===== src/rtl/dqpb_pkg.sv =====
// ----------------------------------------------------------------------------
// dqpb_pkg
// shared constants and types of the dns query packet builder
// ----------------------------------------------------------------------------
package dqpb_pkg;

  localparam int MAX_LABEL   = 63;
  localparam int LBL_W       = $clog2(MAX_LABEL + 1);
  localparam int STORE_DEPTH = 2 ** LBL_W;
  localparam int CNT_W       = (LBL_W > 4) ? LBL_W : 4;
  localparam int HDR_BYTES   = 12;
  localparam int TAIL_BYTES  = 4;

  localparam logic [7:0]  SEPARATOR    = 8'd46;
  localparam logic [7:0]  END_CHAR     = 8'd0;
  localparam logic [15:0] QD_COUNT     = 16'd1;
  localparam logic [15:0] FLAGS_RESET  = 16'h0100;
  localparam logic [15:0] QTYPE_RESET  = 16'd1;
  localparam logic [15:0] QCLASS_RESET = 16'd1;

  typedef enum logic [1:0] {
    CFG_FLAGS  = 2'd0,
    CFG_QTYPE  = 2'd1,
    CFG_QCLASS = 2'd2
  } dqpb_cfg_idx_t;

  typedef enum logic [5:0] {
    ST_IDLE = 6'b000001,
    ST_HDR  = 6'b000010,
    ST_LEN  = 6'b000100,
    ST_DATA = 6'b001000,
    ST_ROOT = 6'b010000,
    ST_TAIL = 6'b100000
  } dqpb_state_t;

  typedef enum logic [2:0] {
    SEL_HDR  = 3'd0,
    SEL_LEN  = 3'd1,
    SEL_DATA = 3'd2,
    SEL_ROOT = 3'd3,
    SEL_TAIL = 3'd4
  } dqpb_sel_t;

  typedef struct packed {
    logic      accept;
    logic      emit;
    dqpb_sel_t sel;
    logic      step_last;
    logic      step_pen;
    logic      pkt_end;
    logic      cnt_clr;
    logic      cnt_inc;
    logic      clr_label;
    logic      end_pkt;
  } dqpb_cmd_t;

  typedef struct packed {
    logic in_name;
    logic lbl_zero;
    logic hdr_last;
    logic data_last;
    logic data_pen;
    logic tail_last;
    logic ch_end;
    logic ch_sep;
  } dqpb_sts_t;

  typedef struct packed {
    logic       valid;
    logic [7:0] data;
    logic       step_last;
    logic       step_pen;
    logic       pkt_end;
    logic       ovf;
  } dqpb_byte_t;

endpackage


===== src/rtl/dqpb_ctrl.sv =====
// ----------------------------------------------------------------------------
// dqpb_ctrl
// sequencer that walks header, label replay, root and tail bytes
// ----------------------------------------------------------------------------
module dqpb_ctrl (
  input  logic                clk,
  input  logic                rst_n,
  input  logic                in_valid,
  output logic                in_stall,
  input  dqpb_pkg::dqpb_sts_t sts,
  input  logic                out_free,
  output dqpb_pkg::dqpb_cmd_t cmd
);

  dqpb_pkg::dqpb_state_t state_r, state_nxt;
  logic end_r, end_nxt;
  logic sep_r, sep_nxt;

  always_ff @(posedge clk) begin
    if (!rst_n) begin
      state_r <= dqpb_pkg::ST_IDLE;
      end_r   <= 1'b0;
      sep_r   <= 1'b0;
    end else begin
      state_r <= state_nxt;
      end_r   <= end_nxt;
      sep_r   <= sep_nxt;
    end
  end

  assign in_stall = (state_r != dqpb_pkg::ST_IDLE);

  always_comb begin
    cmd       = '0;
    cmd.sel   = dqpb_pkg::SEL_HDR;
    state_nxt = state_r;
    end_nxt   = end_r;
    sep_nxt   = sep_r;
    unique case (state_r)
      dqpb_pkg::ST_IDLE: begin
        if (in_valid) begin
          cmd.accept = 1'b1;
          end_nxt    = sts.ch_end;
          sep_nxt    = sts.ch_sep;
          if (!sts.in_name) begin
            state_nxt   = dqpb_pkg::ST_HDR;
            cmd.cnt_clr = 1'b1;
          end else if (sts.ch_end) begin
            state_nxt   = sts.lbl_zero ? dqpb_pkg::ST_ROOT : dqpb_pkg::ST_LEN;
            cmd.cnt_clr = 1'b1;
          end else if (sts.ch_sep) begin
            state_nxt   = dqpb_pkg::ST_LEN;
            cmd.cnt_clr = 1'b1;
          end
        end
      end
      dqpb_pkg::ST_HDR: begin
        if (out_free) begin
          cmd.emit = 1'b1;
          cmd.sel  = dqpb_pkg::SEL_HDR;
          if (sts.hdr_last) begin
            cmd.cnt_clr   = 1'b1;
            // a plain character ends its step with the header
            cmd.step_last = !end_r && !sep_r;
            // a separator adds only the empty length byte after it
            cmd.step_pen  = sep_r;
            if (end_r) begin
              state_nxt = sts.lbl_zero ? dqpb_pkg::ST_ROOT : dqpb_pkg::ST_LEN;
            end else if (sep_r) begin
              state_nxt = dqpb_pkg::ST_LEN;
            end else begin
              state_nxt = dqpb_pkg::ST_IDLE;
            end
          end else begin
            cmd.cnt_inc = 1'b1;
          end
        end
      end
      dqpb_pkg::ST_LEN: begin
        if (out_free) begin
          cmd.emit    = 1'b1;
          cmd.sel     = dqpb_pkg::SEL_LEN;
          cmd.cnt_clr = 1'b1;
          if (sts.lbl_zero) begin
            // empty inner label: lone zero length byte
            cmd.step_last = sep_r;
            cmd.clr_label = 1'b1;
            state_nxt     = end_r ? dqpb_pkg::ST_ROOT : dqpb_pkg::ST_IDLE;
          end else begin
            // counter is zero here, so data_last means a one-character label
            cmd.step_pen = sep_r && sts.data_last;
            state_nxt    = dqpb_pkg::ST_DATA;
          end
        end
      end
      dqpb_pkg::ST_DATA: begin
        if (out_free) begin
          cmd.emit = 1'b1;
          cmd.sel  = dqpb_pkg::SEL_DATA;
          if (sts.data_last) begin
            cmd.step_last = sep_r;
            cmd.clr_label = 1'b1;
            cmd.cnt_clr   = 1'b1;
            state_nxt     = end_r ? dqpb_pkg::ST_ROOT : dqpb_pkg::ST_IDLE;
          end else begin
            cmd.step_pen = sep_r && sts.data_pen;
            cmd.cnt_inc  = 1'b1;
          end
        end
      end
      dqpb_pkg::ST_ROOT: begin
        if (out_free) begin
          cmd.emit    = 1'b1;
          cmd.sel     = dqpb_pkg::SEL_ROOT;
          cmd.cnt_clr = 1'b1;
          state_nxt   = dqpb_pkg::ST_TAIL;
        end
      end
      dqpb_pkg::ST_TAIL: begin
        if (out_free) begin
          cmd.emit = 1'b1;
          cmd.sel  = dqpb_pkg::SEL_TAIL;
          if (sts.tail_last) begin
            cmd.step_last = 1'b1;
            cmd.pkt_end   = 1'b1;
            cmd.end_pkt   = 1'b1;
            cmd.cnt_clr   = 1'b1;
            state_nxt     = dqpb_pkg::ST_IDLE;
          end else begin
            cmd.cnt_inc = 1'b1;
          end
        end
      end
      default: begin
        state_nxt = dqpb_pkg::ST_IDLE;
      end
    endcase
  end

endmodule


===== src/rtl/dqpb_datapath.sv =====
// ----------------------------------------------------------------------------
// dqpb_datapath
// name state, label buffer, config registers and packet byte select
// ----------------------------------------------------------------------------
module dqpb_datapath (
  input  logic                 clk,
  input  logic                 rst_n,
  input  logic [7:0]           in_ch,
  input  logic                 cfg_valid,
  input  logic [1:0]           cfg_index,
  input  logic [15:0]          cfg_data,
  input  dqpb_pkg::dqpb_cmd_t  cmd,
  output dqpb_pkg::dqpb_sts_t  sts,
  output dqpb_pkg::dqpb_byte_t byte_o
);

  logic [15:0] flags_r, qtype_r, qclass_r;
  logic [15:0] req_id_r;
  logic        in_name_r;
  logic        ovf_r;
  logic [dqpb_pkg::LBL_W-1:0] lbl_cnt_r;
  logic [dqpb_pkg::CNT_W-1:0] cnt_r, cnt_nxt;

  logic [7:0] store_mem [dqpb_pkg::STORE_DEPTH];
  logic [7:0] rd_r;

  logic        ch_end, ch_sep, ch_plain, lbl_full, store_we;
  logic [127:0] hdr_vec;
  logic [31:0]  tail_vec;
  logic [7:0]   byte_sel;

  assign ch_end   = (in_ch == dqpb_pkg::END_CHAR);
  assign ch_sep   = (in_ch == dqpb_pkg::SEPARATOR);
  assign ch_plain = !ch_end && !ch_sep;
  assign lbl_full = (lbl_cnt_r == dqpb_pkg::LBL_W'(dqpb_pkg::MAX_LABEL));
  assign store_we = cmd.accept && ch_plain && !lbl_full;

  always_comb begin
    if (cmd.cnt_clr) begin
      cnt_nxt = '0;
    end else if (cmd.cnt_inc) begin
      cnt_nxt = cnt_r + 1'b1;
    end else begin
      cnt_nxt = cnt_r;
    end
  end

  always_ff @(posedge clk) begin
    if (!rst_n) begin
      flags_r   <= dqpb_pkg::FLAGS_RESET;
      qtype_r   <= dqpb_pkg::QTYPE_RESET;
      qclass_r  <= dqpb_pkg::QCLASS_RESET;
      req_id_r  <= '0;
      in_name_r <= 1'b0;
      ovf_r     <= 1'b0;
      lbl_cnt_r <= '0;
      cnt_r     <= '0;
    end else begin
      cnt_r <= cnt_nxt;
      if (cfg_valid) begin
        if (cfg_index == dqpb_pkg::CFG_FLAGS) begin
          flags_r <= cfg_data;
        end else if (cfg_index == dqpb_pkg::CFG_QTYPE) begin
          qtype_r <= cfg_data;
        end else if (cfg_index == dqpb_pkg::CFG_QCLASS) begin
          qclass_r <= cfg_data;
        end
      end
      if (cmd.accept) begin
        if (!in_name_r) begin
          in_name_r <= 1'b1;
          req_id_r  <= req_id_r + 16'd1;
        end
        if (ch_plain && lbl_full) begin
          ovf_r <= 1'b1;
        end
      end
      if (cmd.clr_label || cmd.end_pkt) begin
        lbl_cnt_r <= '0;
      end else if (store_we) begin
        lbl_cnt_r <= lbl_cnt_r + 1'b1;
      end
      if (cmd.end_pkt) begin
        in_name_r <= 1'b0;
        ovf_r     <= 1'b0;
      end
    end
  end

  // label buffer, read one entry ahead of replay
  always_ff @(posedge clk) begin
    if (store_we) begin
      store_mem[lbl_cnt_r] <= in_ch;
    end
    rd_r <= store_mem[cnt_nxt[dqpb_pkg::LBL_W-1:0]];
  end

  // byte k of the header sits at bits [8k+7:8k]
  assign hdr_vec  = {80'd0, dqpb_pkg::QD_COUNT[7:0], dqpb_pkg::QD_COUNT[15:8],
                     flags_r[7:0], flags_r[15:8], req_id_r[7:0], req_id_r[15:8]};
  assign tail_vec = {qclass_r[7:0], qclass_r[15:8], qtype_r[7:0], qtype_r[15:8]};

  always_comb begin
    unique case (cmd.sel)
      dqpb_pkg::SEL_HDR:  byte_sel = hdr_vec[{cnt_r[3:0], 3'b000} +: 8];
      dqpb_pkg::SEL_LEN:  byte_sel = 8'(lbl_cnt_r);
      dqpb_pkg::SEL_DATA: byte_sel = rd_r;
      dqpb_pkg::SEL_TAIL: byte_sel = tail_vec[{cnt_r[1:0], 3'b000} +: 8];
      default:            byte_sel = 8'd0;
    endcase
  end

  assign byte_o.valid     = cmd.emit;
  assign byte_o.data      = byte_sel;
  assign byte_o.step_last = cmd.step_last;
  assign byte_o.step_pen  = cmd.step_pen;
  assign byte_o.pkt_end   = cmd.pkt_end;
  assign byte_o.ovf       = ovf_r;

  assign sts.in_name   = in_name_r;
  assign sts.lbl_zero  = (lbl_cnt_r == '0);
  assign sts.hdr_last  = (cnt_r == dqpb_pkg::CNT_W'(dqpb_pkg::HDR_BYTES - 1));
  assign sts.tail_last = (cnt_r == dqpb_pkg::CNT_W'(dqpb_pkg::TAIL_BYTES - 1));
  assign sts.data_last = ((cnt_r + 1'b1) == dqpb_pkg::CNT_W'(lbl_cnt_r));
  assign sts.data_pen  = ((cnt_r + 2'd2) == dqpb_pkg::CNT_W'(lbl_cnt_r));
  assign sts.ch_end    = ch_end;
  assign sts.ch_sep    = ch_sep;

endmodule


===== src/rtl/dqpb_pack.sv =====
// ----------------------------------------------------------------------------
// dqpb_pack
// pairs the byte stream into results and holds the output register
// ----------------------------------------------------------------------------
module dqpb_pack (
  input  logic                 clk,
  input  logic                 rst_n,
  input  dqpb_pkg::dqpb_byte_t byte_i,
  output logic                 out_free,
  output logic                 out_valid,
  input  logic                 out_stall,
  output logic [7:0]           out_byte_first,
  output logic [7:0]           out_byte_second,
  output logic [1:0]           out_byte_count,
  output logic                 out_packet_end,
  output logic                 out_run_end,
  output logic                 out_label_overflow
);

  logic       held_v_r;
  logic [7:0] held_r;
  logic       out_valid_r;
  logic [7:0] first_r, second_r;
  logic [1:0] count_r;
  logic       pe_r, run_r, ovf_r;
  logic       taken;

  assign taken    = out_valid_r && !out_stall;
  assign out_free = !out_valid_r || !out_stall;

  always_ff @(posedge clk) begin
    if (!rst_n) begin
      held_v_r    <= 1'b0;
      out_valid_r <= 1'b0;
    end else if (byte_i.valid) begin
      if (held_v_r) begin
        out_valid_r <= 1'b1;
        held_v_r    <= 1'b0;
      end else if (byte_i.pkt_end) begin
        out_valid_r <= 1'b1;
      end else begin
        // odd byte waits for its partner, maybe from the next request
        held_v_r <= 1'b1;
        if (taken) begin
          out_valid_r <= 1'b0;
        end
      end
    end else if (taken) begin
      out_valid_r <= 1'b0;
    end
  end

  always_ff @(posedge clk) begin
    if (byte_i.valid) begin
      held_r <= byte_i.data;
      if (held_v_r) begin
        first_r  <= held_r;
        second_r <= byte_i.data;
        count_r  <= 2'd2;
        pe_r     <= byte_i.pkt_end;
        // the lone byte after a penultimate pair is held, so this pair closes the request
        run_r    <= byte_i.step_last || byte_i.step_pen;
        ovf_r    <= byte_i.ovf;
      end else if (byte_i.pkt_end) begin
        first_r  <= byte_i.data;
        second_r <= 8'd0;
        count_r  <= 2'd1;
        pe_r     <= 1'b1;
        run_r    <= 1'b1;
        ovf_r    <= byte_i.ovf;
      end
    end
  end

  assign out_valid          = out_valid_r;
  assign out_byte_first     = first_r;
  assign out_byte_second    = second_r;
  assign out_byte_count     = count_r;
  assign out_packet_end     = pe_r;
  assign out_run_end        = run_r;
  assign out_label_overflow = ovf_r;

endmodule


===== src/rtl/dns_query_packet_builder.sv =====
// ----------------------------------------------------------------------------
// dns_query_packet_builder
// builds a dns standard query from a host name fed one character a request
// ----------------------------------------------------------------------------
// Flow: a label character gives no result unless it is the first of a name.
// Packet bytes leave the sequencer at one byte per cycle while the output
// register can take them; results carry two bytes, or one when that byte
// closes a packet. The first character of a name sends the 12 header bytes; a
// '.' sends the length byte and then the buffered label characters, replayed
// from the label buffer; the end character adds that flush and the root zero,
// QTYPE and QCLASS. The input stalls while the sequencer is producing bytes; a
// full output register that is stalled holds the sequencer, while a plain
// label character is still taken. An odd byte left at the end of a request
// inside a name is held and leads the next request's output. Config writes are
// always ready and are used by the next bytes that read them.
// ----------------------------------------------------------------------------
module dns_query_packet_builder (
  input  logic        clk,
  input  logic        rst_n,
  input  logic        in_valid,
  output logic        in_stall,
  input  logic [7:0]  in_ch,
  output logic        out_valid,
  input  logic        out_stall,
  output logic [7:0]  out_byte_first,
  output logic [7:0]  out_byte_second,
  output logic [1:0]  out_byte_count,
  output logic        out_packet_end,
  output logic        out_run_end,
  output logic        out_label_overflow,
  input  logic        cfg_valid,
  output logic        cfg_ready,
  input  logic [1:0]  cfg_index,
  input  logic [15:0] cfg_data
);

  dqpb_pkg::dqpb_cmd_t  cmd;
  dqpb_pkg::dqpb_sts_t  sts;
  dqpb_pkg::dqpb_byte_t byte_s;
  logic                 out_free;

  assign cfg_ready = 1'b1;

  dqpb_ctrl u_ctrl (
    .clk      (clk),
    .rst_n    (rst_n),
    .in_valid (in_valid),
    .in_stall (in_stall),
    .sts      (sts),
    .out_free (out_free),
    .cmd      (cmd)
  );

  dqpb_datapath u_dp (
    .clk       (clk),
    .rst_n     (rst_n),
    .in_ch     (in_ch),
    .cfg_valid (cfg_valid),
    .cfg_index (cfg_index),
    .cfg_data  (cfg_data),
    .cmd       (cmd),
    .sts       (sts),
    .byte_o    (byte_s)
  );

  dqpb_pack u_pack (
    .clk                (clk),
    .rst_n              (rst_n),
    .byte_i             (byte_s),
    .out_free           (out_free),
    .out_valid          (out_valid),
    .out_stall          (out_stall),
    .out_byte_first     (out_byte_first),
    .out_byte_second    (out_byte_second),
    .out_byte_count     (out_byte_count),
    .out_packet_end     (out_packet_end),
    .out_run_end        (out_run_end),
    .out_label_overflow (out_label_overflow)
  );

endmodule


===== config.mk =====
export PLATFORM = sky130hd
export DESIGN_NAME = dns_query_packet_builder
export DESIGN_NICKNAME = d
export VERILOG_FILES = /design/src/rtl/dqpb_pkg.sv /design/src/rtl/dqpb_ctrl.sv /design/src/rtl/dqpb_datapath.sv /design/src/rtl/dqpb_pack.sv /design/src/rtl/dns_query_packet_builder.sv
export SDC_FILE = /design/constraint.sdc
export NUM_CORES = 1
export LEC_CHECK = 0
export ABC_CLOCK_PERIOD_IN_PS = 6100
export BUFFER_PORTS_ARGS = -buffer_cell sky130_fd_sc_hd__buf_4
export CAP_MARGIN = 40
export CORE_AREA = 2 2 249 251
export CTS_CLUSTER_SIZE = 25
export DETAILED_ROUTE_END_ITERATION = 8
export DIE_AREA = 0 0 251 253
export HOLD_SLACK_MARGIN = 0.05
export PLACE_DENSITY_LB_ADDON = 0.3
export SYNTH_ARGS = -nofsm -noshare
export SYNTH_HDL_FRONTEND = slang
export SYNTH_SLANG_ARGS = --single-unit

===== constraint.sdc =====
create_clock -name clk -period 6.1 [get_ports clk]
set_clock_uncertainty 0.05 [all_clocks]
set_input_delay 1.22 -clock clk [delete_from_list [all_inputs] [get_ports clk]]
set_output_delay 1.22 -clock clk [all_outputs]
set_load 0.05 [all_outputs]

Word-level counts from Yosys, hierarchy flattened:

Memories as Yosys holds them, arrays and structs flattened. A register that Yosys moved wholly into a read port is not among the register bits.
Cells that the tools add are included.

* RAM bits: 512
* memories: 1
* logic and storage cells: 170
* bits in registers: 117

Memory list
* u_dp.store_mem: words 64, bits a word 8, rd ports 1, clocked after Yosys merged registers in 1, wr ports 1, line dqpb_datapath.sv:24 `logic [7:0] store_mem [dqpb_pkg::STORE_DEPTH];`

* reductions and logical operators: 34
* bitwise gates (word level): 4
* shift-type cells: 2
* add/subtract/negate cells: 4
* equality and inequality tests: 28
* mux-type cells: 77

Operators by type and width (count)
* $shiftx 128x8->8: 1
* $mux 6: 19
* $pmux 6 s6: 1
* $mux 1: 35
* $mux 8: 4
* $pmux 8 s4: 1
* $shiftx 32x6->8: 1
* $pmux 4 s5: 1
* $add 16x1->16 const B: 1
* $ne 2x2->1 const B: 8
* $mux 5: 3
* $add 6x1->6 const B: 2
* $eq 6x2->1 const B: 2
* $eq 6x4->1 const B: 2
* $eq 6x6->1: 2
* $eq 6x6->1 const B: 2
* $reduce_and 10->1: 1
* $reduce_and 2->1: 5
* $mux 3: 3
* $eq 8x6->1 const B: 1
* $logic_and 1x1->1: 8
* $logic_not 8->1: 1
* $mux 2: 4
* $logic_not 1->1: 7
* 26 further kinds: 34

Depth between registers and ports, before layout:

Gate-level depths: netlist of the first run.

* word-level depth: 10
* mapped depth: 16
* mapped depth without buffers: 11

Cells and area by module:

Synthesis of the first run repeated with hierarchy kept, for this count alone.

* cell total of the unflattened synthesis: 2019
* area total of the unflattened synthesis: 27721.6 um2

Modules (own cells, without submodules)
* dqpb_datapath: area each 25782.2 um2, cells each 1847, sequential area each 17096.4 um2, times used 1
* dqpb_pack: area each 1133.6 um2, cells each 59, sequential area each 910.9 um2, times used 1
* dqpb_ctrl: area each 794.5 um2, cells each 111, sequential area each 160.2 um2, times used 1
* dns_query_packet_builder: area each 11.3 um2, cells each 2, sequential area each 0.0 um2, times used 1

Worst setup path before layout of the first run:

OpenSTA, ideal clock, no wires.

* path type: in2reg
* start point: input port out_stall
* end point: register u_pack.count_r[0] (netlist: u_pack.out_byte_count[0]), enable pin
* data arrival time: 4.446 ns
* library setup time: 0.456 ns
* cell stages on the path: 5
* path slack: 1.148 ns
* path through: and2_1 -> clkbuf_1 -> nor3_1 -> a21oi_1 -> nor4_1

* cells in the longest elaborated chain, start to end: 6
* elaborated cells on any way between the ends: 12
* classes of those cells: mux: 8; reduce/logical: 4

RTL lines
* start: declaration: line dns_query_packet_builder.sv:24 `input logic out_stall,`
* $logic_not 1->1 (*): line dqpb_pack.sv:29 `assign out_free = !out_valid_r || !out_stall;`
* $logic_or 1x1->1 (*): line dqpb_pack.sv:29
* $mux 3: line dqpb_ctrl.sv:120 `if (out_free) begin`
* $mux 1: line dqpb_ctrl.sv:39 `unique case (state_r)`
* $reduce_bool 2->1 (no line)
* $reduce_and 2->1 (no line) (*)
* end signal: assignment: line dqpb_pack.sv:59 `count_r <= 2'd2;`
* end signal: assignment: line dqpb_pack.sv:67 `count_r <= 2'd1;`
* end: declaration: line dqpb_pack.sv:24 `logic [1:0] count_r;`

Mark *: on every way between the ends. The rest lies on a longest branch, timed or not.
A chain may end at the register's enable or synchronous reset.

Worst setup path in the final report of the first run:

* start point: register u_dp.cnt_r[1] in the netlist's numbering
* end point: register u_dp.rd_r[4], read port of u_dp.store_mem

* cells in the longest elaborated chain, start to end: 7
* elaborated cells on any way between the ends: 17
* classes of those cells: add/sub: 1; eq/ne: 3; mux: 13

RTL lines
* start: declaration: line dqpb_datapath.sv:22 `logic [dqpb_pkg::CNT_W-1:0] cnt_r, cnt_nxt;`
* start signal: assignment: line dqpb_datapath.sv:59 `cnt_r <= cnt_nxt;`
* $add 6x1->6: line dqpb_datapath.sv:42, dqpb_datapath.sv:124
* $eq 6x6->1: line dqpb_datapath.sv:124 `assign sts.data_last = ((cnt_r + 1'b1) == dqpb_pkg::CNT_W'(lbl_cnt_r));`
* $mux 1: line dqpb_ctrl.sv:100 `if (sts.data_last) begin`
* $mux 3: line dqpb_ctrl.sv:97 `if (out_free) begin`
* $pmux 1 s3: line dqpb_ctrl.sv:39
* $mux 6: line dqpb_datapath.sv:41 `end else if (cmd.cnt_inc) begin`
* $mux 6 (*): line dqpb_datapath.sv:39 `if (cmd.cnt_clr) begin`
* end: declaration: line dqpb_datapath.sv:25 `logic [7:0] rd_r;`

Marked as above.

==> flow_summary.ini, run 1 <==
[run_status]
status = finished, final reports clean

[sta]
worst_pin_slew_ns = 0.904
fin_crit_ns = 5.03
max_slew_margin_pct = 39.5
grt_setup_unrepaired = false
clock.fmax_mhz = 199
setup_viol = 0
final-hold-violation-count = 0
finalCritPeriodShare_pct = 82.4
setup_tns_ns = 0
slew_violations = 0

[detailed_routing]
dr.pass1.iters = 6
post_drt_wl_per_cell_um = 22.9
num_vias = 17570
drt_iter0_drc = 2024
met2WireLength_mm = 32.5
via_per_inst = 5.73
route.antenna.remaining_nets = 0
wl_met3_mm = 5.45
postRouteWirelength_mm = 70.1
top_layer_used = met5
drc = 0
wl_met1_mm = 30.1

[logic_synthesis]
synth_nets = 2203
yosys.cell_types.count = 71
ys_seq_area_share_pct = 68.7
syn_area_um2 = 26500
synth_commonest_cells = edfxtp_1, nand2_1, nor2_1, a21oi_1, o21ai_0
yosysTopAreaCellShare_pct = 61.4
yosysWarnings = 0
synth_edf_count = 541
synthCells = 2166
ys_ff_latch = 637
yosysTopAreaCell = edfxtp_1
synth_most_common_cell = edfxtp_1
netlist_top_cells_area = edfxtp_1, dfxtp_1, nand2_1
async_flop_share_pct = 0
synth_top_flop_cell = edfxtp_1
syn_area_per_cell_um2 = 12.2

[clocking]
htreeDepth = 3
path_clk_slew_ns = 0.06
cts_num_sinks = 637
cts_resized = 0
numCtsBuffers = 67
postCtsHoldBufs = 0
cts_buffer_depth = 3
cts-root-buf = clkbuf_16
cts_tree = done
clk_latency_ns = 0.61
post_cts_buffers = 0

[power]
pwr-share-comb_pct = 12.4
intPower_mw = 7.37
clockPowerShare_pct = 38.2
vdd_drop_max_mv = 0.185
seqPwrFrac_pct = 49.4
totalPowerFinal_mw = 10.0
p_sw_mw = 2.67
leakagePower_nw = 9.92
cellPowerDensity_nw_per_um2 = 336
swShare_pct = 26.6

[layout]
fillers = 5255
drive_above_1_share_pct = 11.5
syn_to_final_growth_pct = 12.9
seqCellArea_um2 = 18200
multi_input_area_um2 = 7690
layout.nets = 2257

[placed_design]
port_buffers = 53
gp_congestion = 0.906
place_hpwl_mm = 45.3

[die]
die_x_um = 251
rows = 91
dieArea_um2 = 63500
io_pins = 55
die_h_um = 253
start_util_pct = 43.4
core_um2 = 61000

[run]
cap_violations = 0

[global_route]
grt_max_degree = 70
grt_pass1_vias = 16911
grt.total_usage_pct = 22.0
gr-total-overflow = 0
grt_pass1_wl_mm = 106
antenna_found_initial = 3

[setup_path]
path_max_fanout = 69
end_kind = flop
startpoint_type = flop
critical_path_class = reg2reg
arrival_ns = 5.52
required_ns = 6.59
reg2reg_depth = 13

[min_path]
holdPathStages = 2
hold_path_class = reg2reg
## worst paths after layout
kind / startpoint / end / slack (ns)
worst max register to register: u_dp.cnt_r[1] / u_dp.rd_r[4] / 1.07
worst min-delay path: u_dp.qclass_r[2] / u_dp.qclass_r[2] / 0.40
worst max-delay path: u_dp.cnt_r[1] / u_dp.rd_r[4] / 1.07
worst min register to register: u_dp.qclass_r[2] / u_dp.qclass_r[2] / 0.40
## flip-flops by register name (all words and copies together), names as in the netlist, 2 cells and up
name                    cells
u_dp.rd_r                   8
u_dp.qtype_r               16
u_pack.out_byte_second      8
u_ctrl.state_r              6
u_dp.lbl_cnt_r              6
u_pack.out_byte_count       2
u_dp.store_mem            512
u_dp.qclass_r              16
u_dp.flags_r               16
u_pack.held_r               8
u_pack.out_byte_first       8
u_dp.cnt_r                  6
u_dp.req_id_r              16
## metrics by stage
| stage | utilization (%) | hold WS (ns) | setup WS [ns] | instances | area (um2) |
|---|---|---|---|---|---|
| after floorplan | - | 0.359 | 1.15 | 2166 | 26500 |
| after global placement | 45.2 | 0.389 | 0.753 | 2913 | 27600 |
| after detailed placement | 45.6 | 0.394 | 0.825 | 2939 | 27800 |
| after CTS | 48.9 | 0.402 | 1.10 | 3061 | 29800 |
| after global routing | 48.9 | 0.425 | 0.648 | 3064 | 29900 |
| final | 48.9 | 0.403 | 1.07 | 3064 | 29900 |
## layout make-up
type                       count  share of cell area, %
tap                          790                   3.31
timing repair buffer         113                   3.05
clock inverter                31                  0.716
multi-input combinational   1384                   25.7
sequential                   637                   60.8
antenna                        1                0.00838
inverter                      17                  0.214
clock buffer                  91                   6.13
## cell usage in the layout (no fill, tap or decap), types with 8 or more instances in the layout
cell type / netlist / final
clkbuf_1: 88 / 21
mux2_2: 18 / 18
nand3_1: 24 / 24
mux4_2: 17 / 17
nand4_1: 31 / 31
mux2i_1: 14 / 14
inv_1: 16 / 15
and3_1: 12 / 11
a211oi_1: 10 / 10
nand2_1: 379 / 379
dfxtp_1: 96 / 96
a222oi_1: 8 / 8
xnor2_1: 13 / 13
clkinv_2: 0 / 15
clkinv_1: 1 / 9
a21oi_1: 189 / 189
o21ai_0: 126 / 126
buf_4: 8 / 103
nor2_1: 274 / 274
xor2_1: 22 / 22
or4_1: 9 / 9
nor4_1: 10 / 9
or3_1: 9 / 9
nor3_1: 19 / 19
clkbuf_16: 0 / 70
mux2_1: 41 / 41
edfxtp_1: 541 / 541
o211ai_1: 62 / 62
## critical path: stages, from the launching register on
cell     delay [ns]
dfxtp_1        0.35
buf_4          0.36
ha_1           0.30
nand4_1        0.18
xnor2_1        0.18
nor3_1         0.41
a31o_1         0.36
o21a_2         0.20
buf_4          0.62
nand4_1        0.32
nor2_1         0.65
o21ai_0        0.42
nand4_1        0.37
or4_1          0.15
## cell families (layout without fill, tap and decap cells)
| group | count (synthesis) | after routing | share of synthesized area (%) |
|---|---|---|---|
| buffers and inverters | 145 | 252 | 2.44 |
| AOI/OAI and AO/OA | 447 | 447 | 9.98 |
| other | 1 | 2 | 0.0142 |
| and+or+nand+nor | 805 | 805 | 13.0 |
| DFF | 637 | 637 | 68.7 |
| muxes | 90 | 90 | 4.49 |
| xor gates and xnor gates | 35 | 35 | 1.16 |
| adders and majority gates | 6 | 6 | 0.284 |
## layer usage
layer	up-vias	global-route usage, %
li1	8023	-
met1	8671	30.4
met2	764	35.1
met3	108	4.22
met4	4	7.30
met5	-	0
## power groups by stage
stage | registers, mW | clock network [mW] | logic [mW]
floorplan | 4.96 | 0 | 0.834
global placement | 5.04 | 0 | 1.21
detailed placement | 5.05 | 0 | 1.24
CTS | 4.95 | 3.90 | 1.24
global route | 4.96 | 4.07 | 1.35
finish | 4.96 | 3.84 | 1.24
Power figures use the tool's default switching activity.
==> run 2: changes to the inputs <==
ABC_CLOCK_PERIOD_IN_PS = 4700   (was 6100)
clock period = 4.7 ns   (was 6.1 ns; I/O delays follow)
==> run 2 against run 1 <==
Flip-flop and latch count did not move. Clock-buffer cell count fell by 4. Die area did not move. Combinational power rose by 44%.
==> flow_summary.ini, run 2 (same netlist as run 1, synthesis figures left out) <==
[die]
die_x_um = 251
die_h_um = 253
rows = 91
core_um2 = 61000
start_util_pct = 43.4
dieArea_um2 = 63500
io_pins = 55

[layout]
regMostFlops = u_dp.store_mem
most-common-layout-cells = edfxtp_1, nand2_1, nor2_1
layout.nets = 2333
final_common_cell = edfxtp_1
final_area_um2 = 30600
layout.cells.non_filler = 3137
largest_register_ffs = 512
syn_to_final_growth_pct = 15.5
drive_above_1_share_pct = 14.4
final_util_pct = 50.1

[min_path]
hold_path_class = reg2reg
min_to = u_pack.out_label_overflow
min_from = u_dp.ovf_r
holdPathStages = 0

[placed_design]
place_hpwl_mm = 46.7
port_buffers = 53
gp_congestion = 0.899
dpl_cell_area_um2 = 28500
dp.cells = 3016

[global_route]
grt_util_met1_pct = 31.1
grt.total_usage_pct = 22.6
top_usage_layer = met2
grt_util_met2_pct = 36.6
antenna_found_initial = 2
grt_pass1_wl_mm = 109
grt_pass1_vias = 17213
grt_use_met3_pct = 4.41
gr-total-overflow = 0
grt_max_degree = 70

[detailed_routing]
via_per_inst = 5.73
postRouteWirelength_mm = 71.9
drc = 0
num_vias = 17977
route.antenna.remaining_nets = 0
dr.pass1.iters = 5
post_drt_wl_per_cell_um = 22.9
drt_iter0_drc = 2337

[clocking]
post_cts_buffers = 0
cts-root-buf = clkbuf_16
numCtsBuffers = 67
cts_tree = done
htreeDepth = 3
clk_latency_ns = 0.60
path_clk_slew_ns = 0.06
cts_buffer_depth = 3
cts_num_sinks = 637

[sta]
max_slew_margin_pct = 38.9
grt_setup_unrepaired = false
finalCritPeriodShare_pct = 97.9
clock.fmax_mhz = 217
setup_viol = 0
slew_violations = 0
worst_pin_slew_ns = 0.913
hold_ws_ns = 0.402
fin_crit_ns = 4.60
final-hold-violation-count = 0

[setup_path]
startpoint_type = flop
r2r_start = u_ctrl.state_r[5]
end_kind = flop
path_max_fanout = 40
critical_path_class = reg2reg
required_ns = 5.13
arrival_ns = 5.03
reg2reg_depth = 13
r2r-end = u_dp.rd_r[2]
reg2reg_slack_ns = 0.1

[power]
vdd_drop_max_mv = 0.277
cellPowerDensity_nw_per_um2 = 435
leakagePower_nw = 10.3
totalPowerFinal_mw = 13.3

[run]
cap_violations = 0

[run_status]
status = finished, final reports clean
-- run 2: changes by cell type in the layout (fill, tap and decap cells not counted), moves of 3 or more --
| cell | change |
|---|---|
| buf_4 | +72 |
| clkbuf_1 | -7 |
| buf_12 | +6 |
| clkinv_1 | +4 |
| clkinv_2 | -4 |
| clkbuf_8 | +3 |
| inv_6 | -3 |
-- run 2: through the flow --
stage / setup TNS, ns / worst slack [ns]
after CTS: 0 / 0.138
after detailed placement: -0.556 / -0.159
after global routing: 0 / 0.0166
after floorplan: 0 / 0.0278
final: 0 / 0.0975
after global placement: -0.652 / -0.163
-- run 2: timing repair --
| action | CTS | global route |
|---|---|---|
| hold buffers | 0 | 0 |
| resized for setup | 0 | 1 |
| endpoints found under the setup margin | 0 | 6 |
| endpoints found under the hold margin | 0 | 0 |
-- run 2: critical path, cell delays in order (launching register included) --
cell and delay [ns]:
dfxtp_1 0.44, or3_1 0.46, nor4b_2 0.39, buf_4 0.21, nand2_1 0.05, a21oi_1 0.47
o21ai_4 0.30, buf_12 0.25, buf_4 0.24, nand2_1 0.08, a21oi_1 0.08, o21ai_0 0.53
o2111ai_1 0.35, or4_1 0.53
-- run 2: cell type report --
class | count | area (um2)
Clock inverter | 31 | 238
Fill cell | 5253 | 30500
Inverter | 17 | 63.8
Tap cell | 790 | 988
Multi-Input combinational cell | 1384 | 7690
Antenna cell | 2 | 5.00
Sequential cell | 637 | 18200
Clock buffer | 87 | 1850
Timing Repair Buffer | 189 | 1560
-- run 2: how the worst max path moves through the flow --
| stage | start | slack [ns] | cells past startpoint | end |
|---|---|---|---|---|
| 2_1_floorplan | out_stall | 0.03 | 5 | u_pack.out_byte_count[0] |
| 3_5_place_dp | in_ch[7] | -0.16 | 14 | u_dp.rd_r[0] |
| 3_3_place_gp | in_ch[7] | -0.16 | 11 | u_dp.rd_r[5] |
| 5_1_grt | u_dp.cnt_r[2] | 0.02 | 12 | u_dp.rd_r[4] |
| 6_report | u_ctrl.state_r[5] | 0.1 | 13 | u_dp.rd_r[2] |
| 4_1_cts | u_dp.cnt_r[2] | 0.14 | 12 | u_dp.rd_r[2] |
-- run 2: report_power, final --
| group | internal, mW | total, mW | switching, mW | leakage (nW) |
|---|---|---|---|---|
| logic | 0.587 | 1.78 | 1.19 | 3.66 |
| clock network | 2.93 | 5.09 | 2.16 | 1.02 |
| registers | 6.27 | 6.41 | 0.138 | 5.67 |
-- run 2: layer usage --
layer  vias up  wire (um)
met2       817      34000
met4         2       2000
met5         -         16
met3       124       5920
li1       8178          -
met1      8856      29900
